--- src/design/zps_pkg.sv ---
// Package for the z-buffered point splatter.
// Holds the queue entry, memory word and back-end state types shared by the
// front end, the queue and the back end. No dependencies.
package zps_pkg;

   // Widest pixel address that any legal screen size needs (4096 x 4096).
   localparam int MAX_AW = 24;

   // Request opcodes as they arrive on the input channel.
   localparam logic [1:0] OP_PLOT  = 2'd0;
   localparam logic [1:0] OP_READ  = 2'd1;
   localparam logic [1:0] OP_CLEAR = 2'd2;

   // Configuration register indexes.
   localparam logic [1:0] CSR_SCALE   = 2'd0;
   localparam logic [1:0] CSR_SHIFT_X = 2'd1;
   localparam logic [1:0] CSR_SHIFT_Y = 2'd2;

   // What the back end has to do with a classified request.
   typedef enum logic [1:0] {
      BOP_NONE,
      BOP_PLOT,
      BOP_READ,
      BOP_CLEAR
   } bop_type;

   typedef struct packed {
      bop_type            op;
      logic [MAX_AW-1:0]  addr;
      logic [17:0]        idx;
      logic signed [23:0] z;
      logic [7:0]         bri;
   } entry_type;

   typedef struct packed {
      logic               valid;
      logic [7:0]         bri;
      logic signed [23:0] depth;
   } pix_word_type;

   typedef enum logic {
      BK_SWEEP,
      BK_RUN
   } bk_state_type;

endpackage

--- src/design/zps_if.sv ---
// Channel interfaces for the z-buffered point splatter: request, response
// and configuration write. Depends on nothing.
interface zps_req_if;
   logic               valid;
   logic               ready;
   logic [1:0]         op;
   logic signed [23:0] point_x;
   logic signed [23:0] point_y;
   logic signed [23:0] point_z;
   logic [7:0]         point_brightness;
   logic               point_masked;
   logic [17:0]        read_index;
   modport source (output valid, op, point_x, point_y, point_z, point_brightness,
                   point_masked, read_index, input ready);
   modport sink (input valid, op, point_x, point_y, point_z, point_brightness,
                 point_masked, read_index, output ready);
endinterface


--- src/design/zps_front.sv ---
// Front end: accepts requests, projects points and classifies each request
// into a queue entry over three pipeline stages. Depends on zps_pkg, zps_if.
module zps_front #(
   parameter int SCREEN_W = 512,
   parameter int SCREEN_H = 512
) (
   input  logic                clock,
   input  logic                reset,
   zps_req_if.sink             req_chan,
   input  logic [23:0]         scale,
   input  logic signed [15:0]  shift_x,
   input  logic signed [15:0]  shift_y,
   output logic                push,
   output zps_pkg::entry_type  push_entry,
   input  logic                full
);
   localparam int XW   = $clog2(SCREEN_W);
   localparam int YW   = $clog2(SCREEN_H);
   localparam int NPIX = SCREEN_W * SCREEN_H;

   // Stage 1: products.
   logic               v1_ff, v1_in;
   logic [1:0]         op1_ff;
   logic signed [48:0] prodx_ff, prody_ff;
   logic signed [23:0] z1_ff;
   logic [7:0]         bri1_ff;
   logic               mask1_ff;
   logic [17:0]        ridx1_ff;

   // Stage 2: screen coordinates and class.
   logic               v2_ff, v2_in;
   zps_pkg::bop_type   op2_ff, op2_in;
   logic [XW-1:0]      x2_ff;
   logic [YW-1:0]      row2_ff;
   logic [17:0]        ridx2_ff, ridx2_in;
   logic signed [23:0] z2_ff;
   logic [7:0]         bri2_ff;

   // Stage 3: final entry.
   logic                v3_ff, v3_in;
   zps_pkg::entry_type  e3_ff, e3_in;

   logic free1, free2, free3;
   logic signed [17:0] offx, offy;
   logic signed [49:0] accx, accy;
   logic signed [25:0] qx, qy;
   logic inx, iny, vis;
   logic [31:0] addr32;

   assign free3 = !v3_ff || !full;
   assign free2 = !v2_ff || free3;
   assign free1 = !v1_ff || free2;
   assign req_chan.ready = free1;
   assign push = v3_ff && !full;
   assign push_entry = e3_ff;

   assign v1_in = free1 ? req_chan.valid : v1_ff;
   assign v2_in = free2 ? v1_ff : v2_ff;
   assign v3_in = free3 ? v2_ff : v3_ff;

   // Truncation toward zero: an arithmetic shift floors, so a negative sum
   // with a non-zero fraction is moved up by one.
   always_comb begin
      offx = 18'(SCREEN_W / 2) + 18'(shift_x);
      offy = 18'(SCREEN_H / 2) + 18'(shift_y);
      accx = 50'(prodx_ff) + (50'(offx) <<< 24);
      accy = 50'(prody_ff) + (50'(offy) <<< 24);
      qx = accx[49:24] + 26'((accx[49] && (accx[23:0] != 24'd0)) ? 1 : 0);
      qy = accy[49:24] + 26'((accy[49] && (accy[23:0] != 24'd0)) ? 1 : 0);
      inx = !qx[25] && (qx < 26'(SCREEN_W));
      iny = !qy[25] && (qy < 26'(SCREEN_H));
      vis = !mask1_ff && inx && iny;
      ridx2_in = 18'd0;
      unique case (op1_ff)
         zps_pkg::OP_PLOT: begin
            op2_in = vis ? zps_pkg::BOP_PLOT : zps_pkg::BOP_NONE;
         end
         zps_pkg::OP_READ: begin
            op2_in = (32'(ridx1_ff) < 32'(NPIX)) ? zps_pkg::BOP_READ : zps_pkg::BOP_NONE;
            ridx2_in = ridx1_ff;
         end
         zps_pkg::OP_CLEAR: begin
            op2_in = zps_pkg::BOP_CLEAR;
         end
         default: begin
            op2_in = zps_pkg::BOP_NONE;
         end
      endcase
   end

   always_comb begin
      addr32 = 32'(x2_ff) + 32'(row2_ff) * 32'(SCREEN_W);
      e3_in.op  = op2_ff;
      e3_in.z   = z2_ff;
      e3_in.bri = bri2_ff;
      if (op2_ff == zps_pkg::BOP_PLOT) begin
         e3_in.addr = addr32[zps_pkg::MAX_AW-1:0];
         e3_in.idx  = addr32[17:0];
      end else begin
         e3_in.addr = zps_pkg::MAX_AW'(ridx2_ff);
         e3_in.idx  = ridx2_ff;
      end
   end

   always_ff @(posedge clock) begin
      if (reset) begin
         v1_ff <= 1'b0;
         v2_ff <= 1'b0;
         v3_ff <= 1'b0;
      end else begin
         v1_ff <= v1_in;
         v2_ff <= v2_in;
         v3_ff <= v3_in;
      end
   end

   always_ff @(posedge clock) begin
      if (free1) begin
         op1_ff   <= req_chan.op;
         prodx_ff <= 49'($signed(req_chan.point_x) * $signed({1'b0, scale}));
         prody_ff <= 49'($signed(req_chan.point_y) * $signed({1'b0, scale}));
         z1_ff    <= req_chan.point_z;
         bri1_ff  <= req_chan.point_brightness;
         mask1_ff <= req_chan.point_masked;
         ridx1_ff <= req_chan.read_index;
      end
      if (free2) begin
         op2_ff   <= op2_in;
         x2_ff    <= qx[XW-1:0];
         row2_ff  <= YW'(SCREEN_H - 1) - qy[YW-1:0];
         ridx2_ff <= ridx2_in;
         z2_ff    <= z1_ff;
         bri2_ff  <= bri1_ff;
      end
      if (free3) begin
         e3_ff <= e3_in;
      end
   end
endmodule

--- src/flat_wrapper.sv ---
// flat-port wrapper written by rule: the top's interface ports become plain ports
module zps_front_flat 
#(
   parameter int SCREEN_W = 512,
   parameter int SCREEN_H = 512
)
  (clock, reset, scale, shift_x, shift_y, push, push_entry, full, req_chan_valid, req_chan_op, req_chan_point_x, req_chan_point_y, req_chan_point_z, req_chan_point_brightness, req_chan_point_masked, req_chan_read_index, req_chan_ready);
  zps_req_if req_chan_i ();
  input  logic clock;
  input  logic reset;
  input  logic [23:0] scale;
  input  logic signed [15:0] shift_x;
  input  logic signed [15:0] shift_y;
  output logic push;
  output zps_pkg::entry_type push_entry;
  input  logic full;
  input wire logic [$bits(req_chan_i.valid)-1:0] req_chan_valid;
  input wire logic [$bits(req_chan_i.op)-1:0] req_chan_op;
  input wire logic [$bits(req_chan_i.point_x)-1:0] req_chan_point_x;
  input wire logic [$bits(req_chan_i.point_y)-1:0] req_chan_point_y;
  input wire logic [$bits(req_chan_i.point_z)-1:0] req_chan_point_z;
  input wire logic [$bits(req_chan_i.point_brightness)-1:0] req_chan_point_brightness;
  input wire logic [$bits(req_chan_i.point_masked)-1:0] req_chan_point_masked;
  input wire logic [$bits(req_chan_i.read_index)-1:0] req_chan_read_index;
  output wire logic [$bits(req_chan_i.ready)-1:0] req_chan_ready;
  assign req_chan_i.valid = req_chan_valid;
  assign req_chan_i.op = req_chan_op;
  assign req_chan_i.point_x = req_chan_point_x;
  assign req_chan_i.point_y = req_chan_point_y;
  assign req_chan_i.point_z = req_chan_point_z;
  assign req_chan_i.point_brightness = req_chan_point_brightness;
  assign req_chan_i.point_masked = req_chan_point_masked;
  assign req_chan_i.read_index = req_chan_read_index;
  assign req_chan_ready = req_chan_i.ready;
  zps_front #(.SCREEN_W(SCREEN_W), .SCREEN_H(SCREEN_H)) u_core (.clock(clock), .reset(reset), .req_chan(req_chan_i), .scale(scale), .shift_x(shift_x), .shift_y(shift_y), .push(push), .push_entry(push_entry), .full(full));
endmodule
--- config.mk ---
export PLATFORM = sky130hd
export DESIGN_NAME = zps_front_flat
export DESIGN_NICKNAME = d
export VERILOG_FILES = /design/src/design/zps_pkg.sv /design/src/design/zps_if.sv /design/src/design/zps_front.sv /design/src/flat_wrapper.sv
export SDC_FILE = /design/constraint.sdc
export NUM_CORES = 2
export LEC_CHECK = 0
export ABC_AREA = 1
export BUFFER_PORTS_ARGS = -buffer_cell sky130_fd_sc_hd__buf_2
export CORE_ASPECT_RATIO = 0.7
export CORE_MARGIN = 2
export CORE_UTILIZATION = 40
export CTS_CLUSTER_DIAMETER = 30
export CTS_CLUSTER_SIZE = 25
export DETAILED_ROUTE_END_ITERATION = 10
export HOLD_SLACK_MARGIN = 0.12
export PLACE_DENSITY = 0.67
export SLEW_MARGIN = 25
export SYNTH_ARGS = -nofsm -noshare
export SYNTH_HDL_FRONTEND = slang
export SYNTH_SLANG_ARGS = --single-unit
--- constraint.sdc ---
create_clock -name clock -period 12.5 [get_ports clock]
set_input_delay 0.625 -clock clock [delete_from_list [all_inputs] [get_ports clock]]
set_output_delay 0.625 -clock clock [all_outputs]
set_load 0.1 [all_outputs]
==> results.toml <==
[outcome]
status = "finished clean"

[cts]
root_buffer = "clkbuf_16"
cts_inserted_buffers = 54
cts_tree = "done"
max-clock-path-buffers = 3
htreeDepth = 2
clk_pin_slew_ps = 60
post_cts_buffers = 0
cts_resized = 0
cts_hold_buf = 0
clock_latency_ps = 630
cts_sinks = 276

[floorplan]
die_x_microns = 445
start_util_pct = 40.2
fp.coreArea_sq_mm = 0.135
die_h_microns = 313
rows = 113
dieArea_sq_mm = 0.139
num_io_pins = 239

[routing]
post_drt_wl_per_cell_microns = 18.2
drc = 0
drt_first_iter_violations = 3570
detail_route.vias_per_cell = 4.96
firstDrtPassIters = 6
drtAntennaViolNets = 0
finalWirelength_microns = 158000
num_vias = 42900

[yosys]
synth_cell_types = 50
async_flop_share_pct = 0
synth-edff-count = 273
yosys_warnings = 0
yosysTopAreaCell = "fa_1"
netlist_top_cells_count = "1991 x inv_1, 1804 x nand2_1, 966 x fa_1"
ys.flop_type = "edfxtp_1"
syn_area_sq_mm = 0.0545
postSynthCellCount = 6751
synth_most_common_cell = "inv_1"
synth_area_per_cell_sq_um = 8.07
synth_area_leaders = "fa_1 36%, edfxtp_1 15%, inv_1 14%, nand2_1 12%, ha_1 11%"
ys_seq_elements = 276
synth_top_area_share_pct = 35.5
ys_seq_area_share_pct = 15.2

[placement]
place_area_sq_mm = 0.0571
gp_congestion = 0.927
port_buffers = 232
place_hpwl_microns = 126000

[grt]
track_usage_pct = 23.1
grt_pass1_vias = 44300
grt_pass1_wl_microns = 251000
grt_max_degree = 72
antenna_found_initial = 8
grt_overflow_total = 0

[sta]
tightest_slew_ps = 1080
slew_headroom_pct = 27.0
drv_slew = 0
min_period_ps = 7640
fin_setup_tns_ps = 0
rsz0062_at_grt = "false"
setup_viol = 0
skew_ps = 61.6
hold_viol = 0
finalCritPeriodShare_pct = 61.1
fmax_ghz = 0.131

[critical_path]
cp.arrival_ps = 7980
endpoint_kind = "flop"
cp-start-kind = "primary input"
crit_type = "primary input to flop"
r2r-start = "u_core.prody_ff[28]"
rrSetupSlack_ps = 7720
startpoint = "scale[7]"
cp_max_fo = 29
required_ps = 12840

[flow_run]
maxCapViolations = 0

[cells_and_area]
nNetsFinal = 8418
design_area_sq_mm = 0.0590
fill_cells = 13400
drive_above_1_share_pct = 6.95
ff_latch_area_sq_mm = 0.00826
area_growth_pct = 8.37
multiInputGateArea_sq_mm = 0.0377

[hold_path]
hp-class = "primary input to flop"
hp-start = "req_chan_point_z[12]"
==> kinds of logic after synthesis <==
| logic type | count (synthesis) | synth area share [%] |
|---|---|---|
| compound gates | 297 | 3.08 |
| xor+xnor | 116 | 1.87 |
| simple gates | 2372 | 17.8 |
| fa+ha+maj | 1428 | 46.1 |
| buf+inv | 2243 | 15.6 |
| flops | 276 | 15.2 |
| mux | 18 | 0.372 |
| other cells | 1 | 0.00689 |
==> sequential cells by signal (all words and copies together) (netlist names), 2 cells and up <==
signal and count:
u_core.bri1_ff 8, u_core.bri2_ff 8, u_core.op1_ff 2, u_core.op2_ff 2, u_core.prodx_ff 49, u_core.prody_ff 49
u_core.push_entry 52, u_core.ridx1_ff 18, u_core.ridx2_ff 18, u_core.row2_ff 9, u_core.x2_ff 9, u_core.z1_ff 24
u_core.z2_ff 24
==> metrics by stage <==
step	instances	hold WS (ps)	worst slack, ps	utilization, %
2_1_floorplan	6756	400	5660	-
5_1_grt	8658	149	4480	43.6
4_1_cts	8656	137	4910	43.6
6_report	8659	166	4860	43.6
3_3_place_gp	8555	401	4370	42.1
3_5_place_dp	8555	405	4310	42.1
==> final timing paths <==
kind | end | cells past startpoint
min reg2reg | u_core.z2_ff[14] | 0
max | u_core.prodx_ff[33] | 24
min | u_core.z1_ff[12] | 1
max reg2reg | u_core.op2_ff[0] | 29
==> placed cells by master (no fill, tap or decap), types with 7 or more instances in the layout <==
master / count
nor3_1: 22
nor2_1: 232
nor2_4: 13
clkinv_4: 7
inv_6: 7
o21ai_1: 8
clkinvlp_4: 9
o31ai_1: 7
o211ai_1: 8
a21oi_1: 150
nand4_1: 60
o21ai_0: 61
mux2_2: 18
a31oi_1: 25
nand3b_1: 10
nor2_2: 21
xnor2_1: 36
clkbuf_16: 54
nand2_2: 39
inv_2: 9
nand3_1: 132
xor2_1: 80
buf_2: 232
inv_1: 1990
nand3_2: 10
edfxtp_1: 273
o21a_1: 13
nor4_1: 19
fa_1: 966
nand2_1: 1802
buf_4: 28
ha_1: 462
==> worst max-delay path, stage by stage <==
cell and delay (ps):
buf_2 750, buf_4 490, nand2_1 90, inv_1 100
fa_1 440, fa_1 520, inv_1 50, fa_1 470
inv_1 50, fa_1 480, ha_1 310, fa_1 490
inv_1 50, fa_1 470, inv_1 40, ha_1 320
a21oi_1 240, o21ai_0 120, a21oi_1 520, o21ai_1 210
a21oi_1 340, o21ai_1 240, a21oi_1 340, xnor2_1 190
==> cell type report <==
type,count,share of cell area [%]
clock buffers,62,2.41
well taps,1782,3.78
flip-flops and latches,276,14.0
multi-input cells,4237,63.9
diodes,3,0.0127
repair buffers,260,2.32
clock inverters,39,0.846
inverters,2000,12.7
==> per-layer routing <==
layer  wire [microns]  part of all wire [%]  GRT usage, %
met2            65000                    41          33.7
met5               57                 0.036             0
met4             2760                   1.7          4.41
met3            16300                    10          4.77
met1            73800                    47          35.3
Power is left out: the tool's default activity adds up to more than one toggle a clock period on the data nets, which glitch-free logic cannot reach.
