### config.mk
export PLATFORM = sky130hd
export DESIGN_NAME = zps_queue
export DESIGN_NICKNAME = d
export VERILOG_FILES = /design/src/design/zps_pkg.sv /design/src/design/zps_queue.sv
export SDC_FILE = /design/constraint.sdc
export NUM_CORES = 1
export LEC_CHECK = 0
export BUFFER_PORTS_ARGS = -buffer_cell sky130_fd_sc_hd__buf_2
export CORE_ASPECT_RATIO = 1.2
export CORE_MARGIN = 2
export CORE_UTILIZATION = 40
export DETAILED_ROUTE_END_ITERATION = 10
export HOLD_SLACK_MARGIN = 0.05
export PLACE_DENSITY = 0.66
export SLEW_MARGIN = 20
export SYNTH_ARGS = -nofsm -noshare
export SYNTH_HDL_FRONTEND = slang
export SYNTH_SLANG_ARGS = --single-unit
export TNS_END_PERCENT = 50
### constraint.sdc
create_clock -name clock -period 5 [get_ports clock]
set_clock_uncertainty 0.15 [all_clocks]
set_input_delay 0.25 -clock clock [delete_from_list [all_inputs] [get_ports clock]]
set_output_delay 0.25 -clock clock [all_outputs]
set_load 0.01 [all_outputs]
### src/design/zps_pkg.sv
// Package for the z-buffered point splatter.
// Holds the queue entry, memory word and back-end state types shared by the
// front end, the queue and the back end. No dependencies.
package zps_pkg;

   // Widest pixel address that any legal screen size needs (4096 x 4096).
   localparam int MAX_AW = 24;

   // Request opcodes as they arrive on the input channel.
   localparam logic [1:0] OP_PLOT  = 2'd0;
   localparam logic [1:0] OP_READ  = 2'd1;
   localparam logic [1:0] OP_CLEAR = 2'd2;

   // Configuration register indexes.
   localparam logic [1:0] CSR_SCALE   = 2'd0;
   localparam logic [1:0] CSR_SHIFT_X = 2'd1;
   localparam logic [1:0] CSR_SHIFT_Y = 2'd2;

   // What the back end has to do with a classified request.
   typedef enum logic [1:0] {
      BOP_NONE,
      BOP_PLOT,
      BOP_READ,
      BOP_CLEAR
   } bop_type;

   typedef struct packed {
      bop_type            op;
      logic [MAX_AW-1:0]  addr;
      logic [17:0]        idx;
      logic signed [23:0] z;
      logic [7:0]         bri;
   } entry_type;

   typedef struct packed {
      logic               valid;
      logic [7:0]         bri;
      logic signed [23:0] depth;
   } pix_word_type;

   typedef enum logic {
      BK_SWEEP,
      BK_RUN
   } bk_state_type;

endpackage

### src/design/zps_queue.sv
// Short queue between the front end and the back end of the point splatter.
// Depends on zps_pkg.
module zps_queue (
   input  logic               clock,
   input  logic               reset,
   input  logic               push,
   input  zps_pkg::entry_type push_entry,
   output logic               full,
   input  logic               pop,
   output logic               head_valid,
   output zps_pkg::entry_type head
);
   localparam int DEPTH = 4;
   localparam int PW    = $clog2(DEPTH);

   zps_pkg::entry_type slots_ff [DEPTH];
   logic [PW-1:0] wr_ff, wr_in, rd_ff, rd_in;
   logic [PW:0]   cnt_ff, cnt_in;

   assign full       = cnt_ff == (PW + 1)'(DEPTH);
   assign head_valid = cnt_ff != '0;
   assign head       = slots_ff[rd_ff];

   always_comb begin
      wr_in  = push ? wr_ff + 1'b1 : wr_ff;
      rd_in  = pop ? rd_ff + 1'b1 : rd_ff;
      cnt_in = cnt_ff + (PW + 1)'(push) - (PW + 1)'(pop);
   end

   always_ff @(posedge clock) begin
      if (reset) begin
         wr_ff  <= '0;
         rd_ff  <= '0;
         cnt_ff <= '0;
      end else begin
         wr_ff  <= wr_in;
         rd_ff  <= rd_in;
         cnt_ff <= cnt_in;
      end
   end

   always_ff @(posedge clock) begin
      if (push) begin
         slots_ff[wr_ff] <= push_entry;
      end
   end
endmodule

==> results.py, run 1 <==
metrics = {
    "route": {
        "vias": 5334,
        "drc": 0,
        "wl_per_cell_um": 19.3,
        "drt_iter0_drc": 233,
        "drtPass1Iterations": 4,
        "drtAntennaViolNets": 0,
        "via_per_inst": 4.86,
        "routed_wl_mm": 21.2,
    },
    "die": {
        "die_y_um": 189,
        "die_area_um2": 30000,
        "initial_utilization_pct": 40.8,
        "std_cell_rows": 67,
        "pin_count": 158,
        "core_um2": 28100,
        "die_width_um": 158,
    },
    "timing": {
        "slew_viol_final": 0,
        "post-route-period-util_pct": 61.0,
        "rsz0062_at_grt": "no",
        "setup-violations-final": 0,
        "tns_ns": 0,
        "worstMarginPinSlew_ns": 0.842,
        "max_freq_ghz": 0.328,
        "slew_headroom_pct": 43.9,
        "hold_viol_final": 0,
        "min_period_ns": 3.05,
    },
    "pwr": {
        "ir_worst_vdd_mv": 0.299,
        "p_per_area_nw_per_um2": 396,
        "p_switching_uw": 1230,
        "internal_power_uw": 4430,
        "totalPowerFinal_uw": 5650,
        "power.leakage_uw": 0.00483,
        "p_seq_share_pct": 54.4,
        "pwr-share-comb_pct": 10.0,
        "sw_frac_of_total_pct": 21.7,
        "power_frac_clock_pct": 35.6,
    },
    "cts": {
        "clkSinkCount": 313,
        "cts_buffer_depth": 3,
        "clk_pin_slew_ns": 0.06,
        "ctsResizeCount": 0,
        "htreeDepth": 1,
        "clk_latency_ns": 0.54,
        "cts_tree": "built",
        "cts_made_buffers": 29,
        "clockRootBuffer": "clkbuf_16",
    },
    "critical_path": {
        "end_kind": "output pin",
        "r2r_slack_ns": 2.68,
        "cp.arrival_ns": 2.65,
        "startpoint_type": "flop",
        "critPathKind": "flop to output pin",
        "crit_path_cell_trace": "buf_4, mux4_2, buf_2",
        "crit_buf_inv": 2,
        "crit_slowest_cell": "dfxtp_4",
        "cp_max_fo": 40,
        "crit_family": "flip-flops",
        "crit_required_ns": 4.60,
        "critPathMaxStageDelay_ns": 0.87,
    },
    "synth": {
        "synth-edff-count": 304,
        "synth_seq_cells": 313,
        "ys_seq_area_share_pct": 81.3,
        "yosysWarnings": 0,
        "ys_types": 22,
        "synth_flop_cell": "edfxtp_1",
        "ys_async_sr_fraction_pct": 0,
        "avgSynthCellArea_um2": 26.1,
        "synth_nets": 526,
        "syn_area_um2": 11500,
        "postSynthCellCount": 439,
    },
    "final_layout": {
        "final_nets": 784,
        "design_area_um2": 14300,
        "fin_cells": 1098,
        "drive_above_1_share_pct": 39.7,
        "nFillCells": 2252,
        "syn_to_final_growth_pct": 24.6,
        "final_util_pct": 50.8,
    },
    "global_routing": {
        "grt_pass1_wl_mm": 33.1,
        "grt_max_degree": 48,
        "grtUsageTotal_pct": 14.4,
        "grt_overflow_total": 0,
        "grt_pass1_vias": 6117,
        "antenna_found_initial": 1,
    },
    "placed_design": {
        "dp.cells": 965,
        "portBuffers": 157,
        "dpl_cell_area_um2": 12600,
        "place.gp.congestion": 0.692,
        "post-dp-hpwl_mm": 12.4,
    },
    "worst_hold_path": {
        "hold_class": "input pin to flop",
    },
    "run": {
        "cap_violations": 0,
    },
    "status": {
        "status": "complete, no violations",
    },
}
-- registers in the layout, summed over array words and instances (netlist names), named ones only --
register  cells
cnt_ff        3
rd_ff         2
slots_ff    304
wr_ff         2
-- synth_stat cells (2+ instances only) --
| cell | number | area (µm²) |
|---|---|---|
| buf_12 | 5 | 100 |
| xnor2_1 | 2 | 17.5 |
| ha_1 | 6 | 75.1 |
| buf_2 | 5 | 25.0 |
| nor2_1 | 5 | 18.8 |
| buf_4 | 3 | 22.5 |
| inv_1 | 6 | 22.5 |
| dfxtp_1 | 9 | 180 |
| mux4_2 | 76 | 1710 |
| and2_1 | 4 | 25.0 |
| buf_1 | 3 | 11.3 |
| nor2b_1 | 2 | 12.5 |
| edfxtp_1 | 304 | 9130 |
-- final timing paths --
path | from | end | cells after the start
setup / recovery | flop | head[20] | 3
hold / removal | push_entry[28] | slots_ff[3][28] | 2
setup reg to reg | wr_ff[0] | slots_ff[2][75] | 4
hold reg to reg | rd_ff[0] | flop | 2
-- metrics by stage --
stage | worst slack, ns | hold WS [ns]
finish | 1.95 | 0.305
global route | 1.67 | 0.287
CTS | 1.79 | 0.273
detailed placement | 2.38 | 0.318
global placement | 2.37 | 0.309
floorplan | 2.09 | 0.172
-- final cells by class --
type / instances / area, µm² / area share [%]
sequential: 313 / 9320 / 65.3
multi-input combinational: 103 / 1960 / 13.7
timing repair buffer: 244 / 1640 / 11.5
clock buffer: 37 / 756 / 5.30
tap: 379 / 474 / 3.32
clock inverter: 15 / 103 / 0.719
inverter: 6 / 22.5 / 0.158
antenna: 1 / 2.50 / 0.0175
-- layout by cell type (no fill, tap or decap), drive strengths merged --
cell type | Yosys | layout
and2 | 4 | 4
dlygate4sd3 | 0 | 80
nand3b | 1 | 1
or3 | 1 | 1
a21oi | 1 | 1
clkbuf | 0 | 37
diode | 0 | 1
and3 | 1 | 1
nor2 | 5 | 5
xnor2 | 2 | 2
ha | 6 | 6
mux2i | 1 | 1
inv | 6 | 8
clkinvlp | 0 | 1
dfxtp | 9 | 9
nor2b | 2 | 2
buf | 17 | 164
edfxtp | 304 | 304
bufinv | 0 | 1
xor3 | 1 | 1
clkinv | 0 | 11
a21bo | 1 | 1
mux4 | 76 | 76
fa | 1 | 1
-- per-layer routing --
layer	share of wire, %	vias up	global-route usage (%)
li1	-	2395	-
met1	40	2767	17.6
met2	53	146	26.0
met3	5.3	26	3.00
met4	1.5	0	3.43
met5	0	-	0
-- power by group through the flow --
stage / Combinational (µW) / Clock, µW / Sequential, µW
after floorplan: 351 / 0 / 3100
after global placement: 513 / 0 / 3120
after detailed placement: 528 / 0 / 3140
after CTS: 581 / 2070 / 3080
after global routing: 619 / 2160 / 3090
final: 566 / 2010 / 3080
-- logic make-up after synthesis --
family,after synthesis,synth area share [%]
compound gates,2,0.131
xor+xnor,3,0.361
fa+ha+maj,7,0.830
buf+inv,23,1.68
flops,313,81.3
mux,77,15.0
simple gates,14,0.667
-- repair_timing --
| action | 4_1_cts | 5_1_grt |
|---|---|---|
| setup buffers | 0 | 0 |
| hold buffers | 80 | 0 |
| endpoints found under the hold margin | 313 | 0 |
Power figures use the tool's default switching activity.
==> run 2, diff against run 1 <==
--- a/config.mk
+++ b/config.mk
@@ -5,13 +5,14 @@
 export SDC_FILE = /design/constraint.sdc
 export NUM_CORES = 1
 export LEC_CHECK = 0
+export ABC_AREA = 1
 export BUFFER_PORTS_ARGS = -buffer_cell sky130_fd_sc_hd__buf_2
 export CORE_ASPECT_RATIO = 1.2
 export CORE_MARGIN = 2
 export CORE_UTILIZATION = 40
 export DETAILED_ROUTE_END_ITERATION = 10
 export HOLD_SLACK_MARGIN = 0.05
-export PLACE_DENSITY = 0.66
+export PLACE_DENSITY = 0.68
 export SLEW_MARGIN = 20
 export SYNTH_ARGS = -nofsm -noshare
 export SYNTH_HDL_FRONTEND = slang
==> constraint.sdc (replaced) <==
create_clock -name clock -period 2.53 [get_ports clock]
set_clock_uncertainty 0.15 [all_clocks]
set_input_delay 0.1265 -clock clock [delete_from_list [all_inputs] [get_ports clock]]
set_output_delay 0.1265 -clock clock [all_outputs]
set_load 0.01 [all_outputs]
==> run 2 against run 1 <==
Effect of this change:
- utilization down 0.073 points
- critical path type unchanged
- synthesized area up 9.0%
- synthesized cell count up 120%
- first-iteration DRC count up 99%
- sequential power up 95%
- flip-flop and latch count unchanged
- wire length up 14%
- worst hold slack worse by 0.13 ns
- worst setup slack worse by 1.7 ns
- critical endpoint is now head[64]
- global-route usage up 0.17 points
- register-to-register slack worse by 2.1 ns
==> results.py, run 2 <==
metrics = {
    "status": {
        "status": "complete, no violations",
    },
    "synth": {
        "synth_most_common_cell": "edfxtp_1",
        "synth_common_cells": "edfxtp_1, inv_1, nand2_1",
        "yosysWarnings": 0,
        "synth_flop_cell": "edfxtp_1",
        "synth_area_leaders": "edfxtp_1, inv_1, nand2_1",
        "ys_async_sr_fraction_pct": 0,
        "avgSynthCellArea_um2": 13.2,
        "synth-edff-count": 304,
        "ys_types": 18,
        "synth_seq_cells": 313,
        "yosysTopAreaCell": "edfxtp_1",
        "postSynthCellCount": 944,
        "ys_seq_area_share_pct": 74.6,
        "synth_top_area_share_pct": 73.1,
        "syn_area_um2": 12500,
        "synth_nets": 1031,
    },
    "die": {
        "die_width_um": 165,
        "initial_utilization_pct": 40.8,
        "pin_count": 158,
        "std_cell_rows": 70,
        "die_area_um2": 32600,
        "core_um2": 30600,
        "die_y_um": 198,
    },
    "final_layout": {
        "final_common_cell": "edfxtp_1",
        "design_area_um2": 15500,
        "top_register": "slots_ff",
        "final_cell_mix": "edfxtp_1, inv_1, nand2_1",
        "nFillCells": 2560,
        "final_util_pct": 50.7,
        "drive_above_1_share_pct": 19.9,
        "largestRegisters": "slots_ff (304), cnt_ff (3)",
        "largest_reg_flops": 304,
        "final_nets": 1268,
        "syn_to_final_growth_pct": 24.3,
        "fin_cells": 1602,
    },
    "global_routing": {
        "grt_overflow_total": 0,
        "use_met2_pct": 26.2,
        "antenna_found_initial": 2,
        "grt_max_degree": 81,
        "top_usage_layer": "met2",
        "grtUsageTotal_pct": 14.6,
        "use_met3_pct": 2.83,
        "grt_pass1_vias": 7365,
        "use_met1_pct": 17.3,
        "grt_pass1_wl_mm": 37.0,
    },
    "worst_hold_path": {
        "hold_class": "input pin to flop",
    },
    "timing": {
        "min_period_ns": 2.29,
        "rsz0062_at_grt": "no",
        "slew_viol_final": 0,
        "post-route-period-util_pct": 90.6,
        "hold_viol_final": 0,
        "slew_headroom_pct": 66.2,
        "max_freq_ghz": 0.436,
        "setup-violations-final": 0,
        "postLayoutSetupSlackWorst_ns": 0.238,
        "worstMarginPinSlew_ns": 0.506,
    },
    "critical_path": {
        "r2r_slack_ns": 0.57,
        "end_kind": "output pin",
        "crit_required_ns": 2.25,
        "cp_max_fo": 72,
        "startpoint_type": "flop",
        "critPathKind": "flop to output pin",
        "cp.arrival_ns": 2.02,
    },
    "cts": {
        "htreeDepth": 1,
        "ctsResizeCount": 0,
        "clk_pin_slew_ns": 0.06,
        "cts_made_buffers": 30,
        "clockRootBuffer": "clkbuf_16",
        "clkSinkCount": 313,
        "clk_latency_ns": 0.55,
        "cts_tree": "built",
        "cts_buffer_depth": 3,
    },
    "placed_design": {
        "dpl_cell_area_um2": 13700,
        "portBuffers": 157,
        "post-dp-hpwl_mm": 14.2,
        "place_ws_ns": 0.541,
        "place.gp.congestion": 0.724,
        "dp.cells": 1465,
    },
    "route": {
        "drtPass1Iterations": 4,
        "routed_wl_mm": 24.1,
        "vias": 7603,
        "wl_per_cell_um": 15.1,
        "drt_iter0_drc": 463,
        "drc": 0,
        "via_per_inst": 4.75,
        "drtAntennaViolNets": 0,
    },
    "pwr": {
        "p_per_area_nw_per_um2": 754,
        "power.leakage_uw": 0.00604,
        "ir_worst_vdd_mv": 0.443,
    },
    "run": {
        "cap_violations": 0,
    },
}
run 2: layer usage:
layer / wire (µm) / vias up
li1: - / 3755
met1: 9940 / 3642
met2: 12400 / 160
met3: 1210 / 46
met4: 608 / 0
met5: 0 / -
run 2: final cells by class:
type                    instances  area [µm²]  area share [%]
flip-flops and latches        313        9320            60.1
multi-input cells             411        2150            13.9
repair buffers                256        1890            12.2
clock buffers                  35         791            5.10
inverters                     169         644            4.15
well taps                     396         495            3.19
clock inverters                20         215            1.39
diodes                          2        5.00          0.0323
run 2: metrics by stage:
step	total power (µW)	hold slack (ns)	TNS (ns)
2_1_floorplan	6770	0.0477	-9.87
3_3_place_gp	7200	0.174	0
3_5_place_dp	7230	0.181	0
4_1_cts	11800	0.128	0
5_1_grt	12200	0.158	0
6_report	11700	0.172	0
run 2: path summary, 6_finish.rpt:
kind,start,endpoint,cells after the start
setup / recovery,flop,head[64],5
hold / removal,reset,cnt_ff[1],3
setup reg to reg,wr_ff[0],slots_ff[2][12],5
hold reg to reg,rd_ff[1],flop,2
run 2: critical path, cell delays in order (launching register included):
cell	delay, ns
dfxtp_4	0.63
buf_12	0.32
a21oi_1	0.11
o21ai_1	0.09
nand2_1	0.11
buf_2	0.16
run 2: kinds of logic (layout without fill, tap and decap cells):
| logic type | count (synthesis) | count (layout) | share of synthesized area (%) |
|---|---|---|---|
| DFF | 313 | 313 | 74.6 |
| AOI/OAI and AO/OA | 238 | 238 | 11.5 |
| buffers and inverters | 220 | 480 | 8.18 |
| and+or+nand+nor | 166 | 166 | 5.02 |
| adders and majority gates | 7 | 7 | 0.762 |
| other | 0 | 2 | 0 |
run 2: repair_timing:
item,4_1_cts,5_1_grt
endpoints found under the hold margin,313,0
setup buffers,0,0
hold buffers,80,0
run 2: where the power goes:
part | switching (µW) | internal (µW)
logic | 729 | 475
registers | 69.9 | 5930
clock network | 1850 | 2650
==> run 3, diff against run 2 <==
--- a/config.mk
+++ b/config.mk
@@ -11,8 +11,11 @@
 export CORE_MARGIN = 2
 export CORE_UTILIZATION = 40
 export DETAILED_ROUTE_END_ITERATION = 10
+export GPL_TIMING_DRIVEN = 0
 export HOLD_SLACK_MARGIN = 0.05
+export MAX_ROUTING_LAYER = met4
 export PLACE_DENSITY = 0.68
+export SETUP_SLACK_MARGIN = 0.1
 export SLEW_MARGIN = 20
 export SYNTH_ARGS = -nofsm -noshare
 export SYNTH_HDL_FRONTEND = slang
==> run 3 against run 2 <==
Effect of this change:
- wire length increased by 13%
- first-iteration DRC count increased by 5.4%
- utilization increased by 0.82 points
- largest power group unchanged
==> results.py, run 3 (synthesis results as in run 2) <==
metrics = {
    "route": {
        "vias": 7940,
        "via_per_inst": 4.84,
        "drtAntennaViolNets": 0,
        "drtPass1Iterations": 5,
        "routed_wl_mm": 27.3,
        "wl_per_cell_um": 16.6,
        "drc": 0,
        "drt_iter0_drc": 488,
    },
    "timing": {
        "slew_viol_final": 0,
        "slew_headroom_pct": 54.0,
        "whs_ns": 0.155,
        "min_period_ns": 2.21,
        "tns_ns": 0,
        "setup-violations-final": 0,
        "worstMarginPinSlew_ns": 0.688,
        "hold_viol_final": 0,
        "rsz0062_at_grt": "no",
        "post-route-period-util_pct": 87.5,
        "max_freq_ghz": 0.452,
    },
    "global_routing": {
        "grt_pass1_vias": 7980,
        "grtUsageTotal_pct": 17.2,
        "grt_overflow_total": 0,
        "antenna_found_initial": 0,
        "grt_max_degree": 45,
        "grt_pass1_wl_mm": 41.6,
    },
    "final_layout": {
        "top_register": "slots_ff",
        "drive_above_1_share_pct": 21.4,
        "final_common_cell": "edfxtp_1",
        "final_cell_mix": "edfxtp_1, buf_2, inv_1",
        "syn_to_final_growth_pct": 26.3,
        "diodes": 0,
        "largestRegisters": "slots_ff (304), cnt_ff (3)",
        "nFillCells": 2545,
        "multi_input_area_um2": 2150,
        "final_nets": 1307,
        "fin_cells": 1639,
        "largest_reg_flops": 304,
        "seqCellArea_um2": 9310,
    },
    "die": {
        "pin_count": 158,
        "core_um2": 30600,
        "die_width_um": 165,
        "initial_utilization_pct": 40.8,
        "die_y_um": 198,
        "die_area_um2": 32600,
        "std_cell_rows": 70,
    },
    "cts": {
        "clkSinkCount": 313,
        "clk_pin_slew_ns": 0.06,
        "htreeDepth": 1,
        "clk_latency_ns": 0.54,
        "cts_made_buffers": 30,
        "post_cts_buffers": 0,
        "cts_buffer_depth": 3,
        "cts_tree": "built",
        "clockRootBuffer": "clkbuf_16",
    },
    "critical_path": {
        "cp_max_fo": 10,
        "r2r_cells": 5,
        "cp.arrival_ns": 1.94,
        "end_kind": "output pin",
        "crit_required_ns": 2.25,
        "startpoint_type": "flop",
        "r2r_slack_ns": 0.34,
        "r2r-start": "wr_ff[0]",
        "timing.rr.end": "slots_ff[2][40]",
        "critPathKind": "flop to output pin",
    },
    "worst_hold_path": {
        "hold-path-cell-count": 3,
        "hold_end": "cnt_ff[1]",
        "hold_class": "input pin to flop",
        "min_from": "reset",
    },
    "pwr": {
        "ir_worst_vdd_mv": 0.584,
        "power.leakage_uw": 0.00622,
        "p_per_area_nw_per_um2": 751,
    },
    "placed_design": {
        "dp.cells": 1504,
        "portBuffers": 157,
        "place.gp.congestion": 0.757,
        "post-dp-hpwl_mm": 16.7,
    },
    "run": {
        "cap_violations": 0,
    },
    "status": {
        "status": "complete, no violations",
    },
}
## run 3: cell type report
type	instances	share of cell area, %
flip-flops and latches	313	59.1
plain buffers	51	2.45
well taps	396	3.14
repair buffers	244	11.1
inverters	169	4.14
clock inverters	11	0.984
clock buffers	44	5.42
multi-input cells	411	13.7
## run 3: where the power goes
group	internal, µW	switching, µW	total (µW)
Clock	2730	1790	4520
Combinational	525	810	1340
Sequential	5930	51.6	5980
## run 3: how the worst max path moves through the flow
stage	startpoint	endpoint	slack, ns	cells past startpoint
finish	flop	head[74]	0.32	6
global route	flop	head[74]	0.13	6
detailed placement	wr_ff[0]	slots_ff[2][46]	0.33	5
global placement	wr_ff[1]	slots_ff[1][38]	-1.32	4
CTS	flop	head[21]	0.28	6
floorplan	wr_ff[1]	slots_ff[1][0]	-0.09	4
## run 3: repair_timing
action,4_1_cts,5_1_grt
hold buffers,80,0
resized for setup,0,0
hold endpoints to repair,313,0
## run 3: critical path, cell delays in order (launching register included)
cell and delay, ns:
dfxtp_1 0.32, buf_6 0.17, clkbuf_1 0.45, a21oi_1 0.08, o21ai_0 0.10, nand2_1 0.11, buf_2 0.16
## run 3: stage by stage
step	setup WS [ns]	utilization [%]	instance area [µm²]	total power (µW)
5_1_grt	0.126	51.6	15800	12300
3_5_place_dp	0.331	45.6	14000	7340
6_report	0.316	51.6	15800	11800
3_3_place_gp	-1.32	45.1	13800	7290
4_1_cts	0.281	51.6	15800	11900
2_1_floorplan	-0.0884	-	12500	6770
## run 3: per-layer routing
metal | wire, µm | GRT usage [%]
met1 | 11400 | 20.5
met2 | 14000 | 30.2
met3 | 1260 | 2.62
met4 | 559 | 4.61
met5 | 0 | -
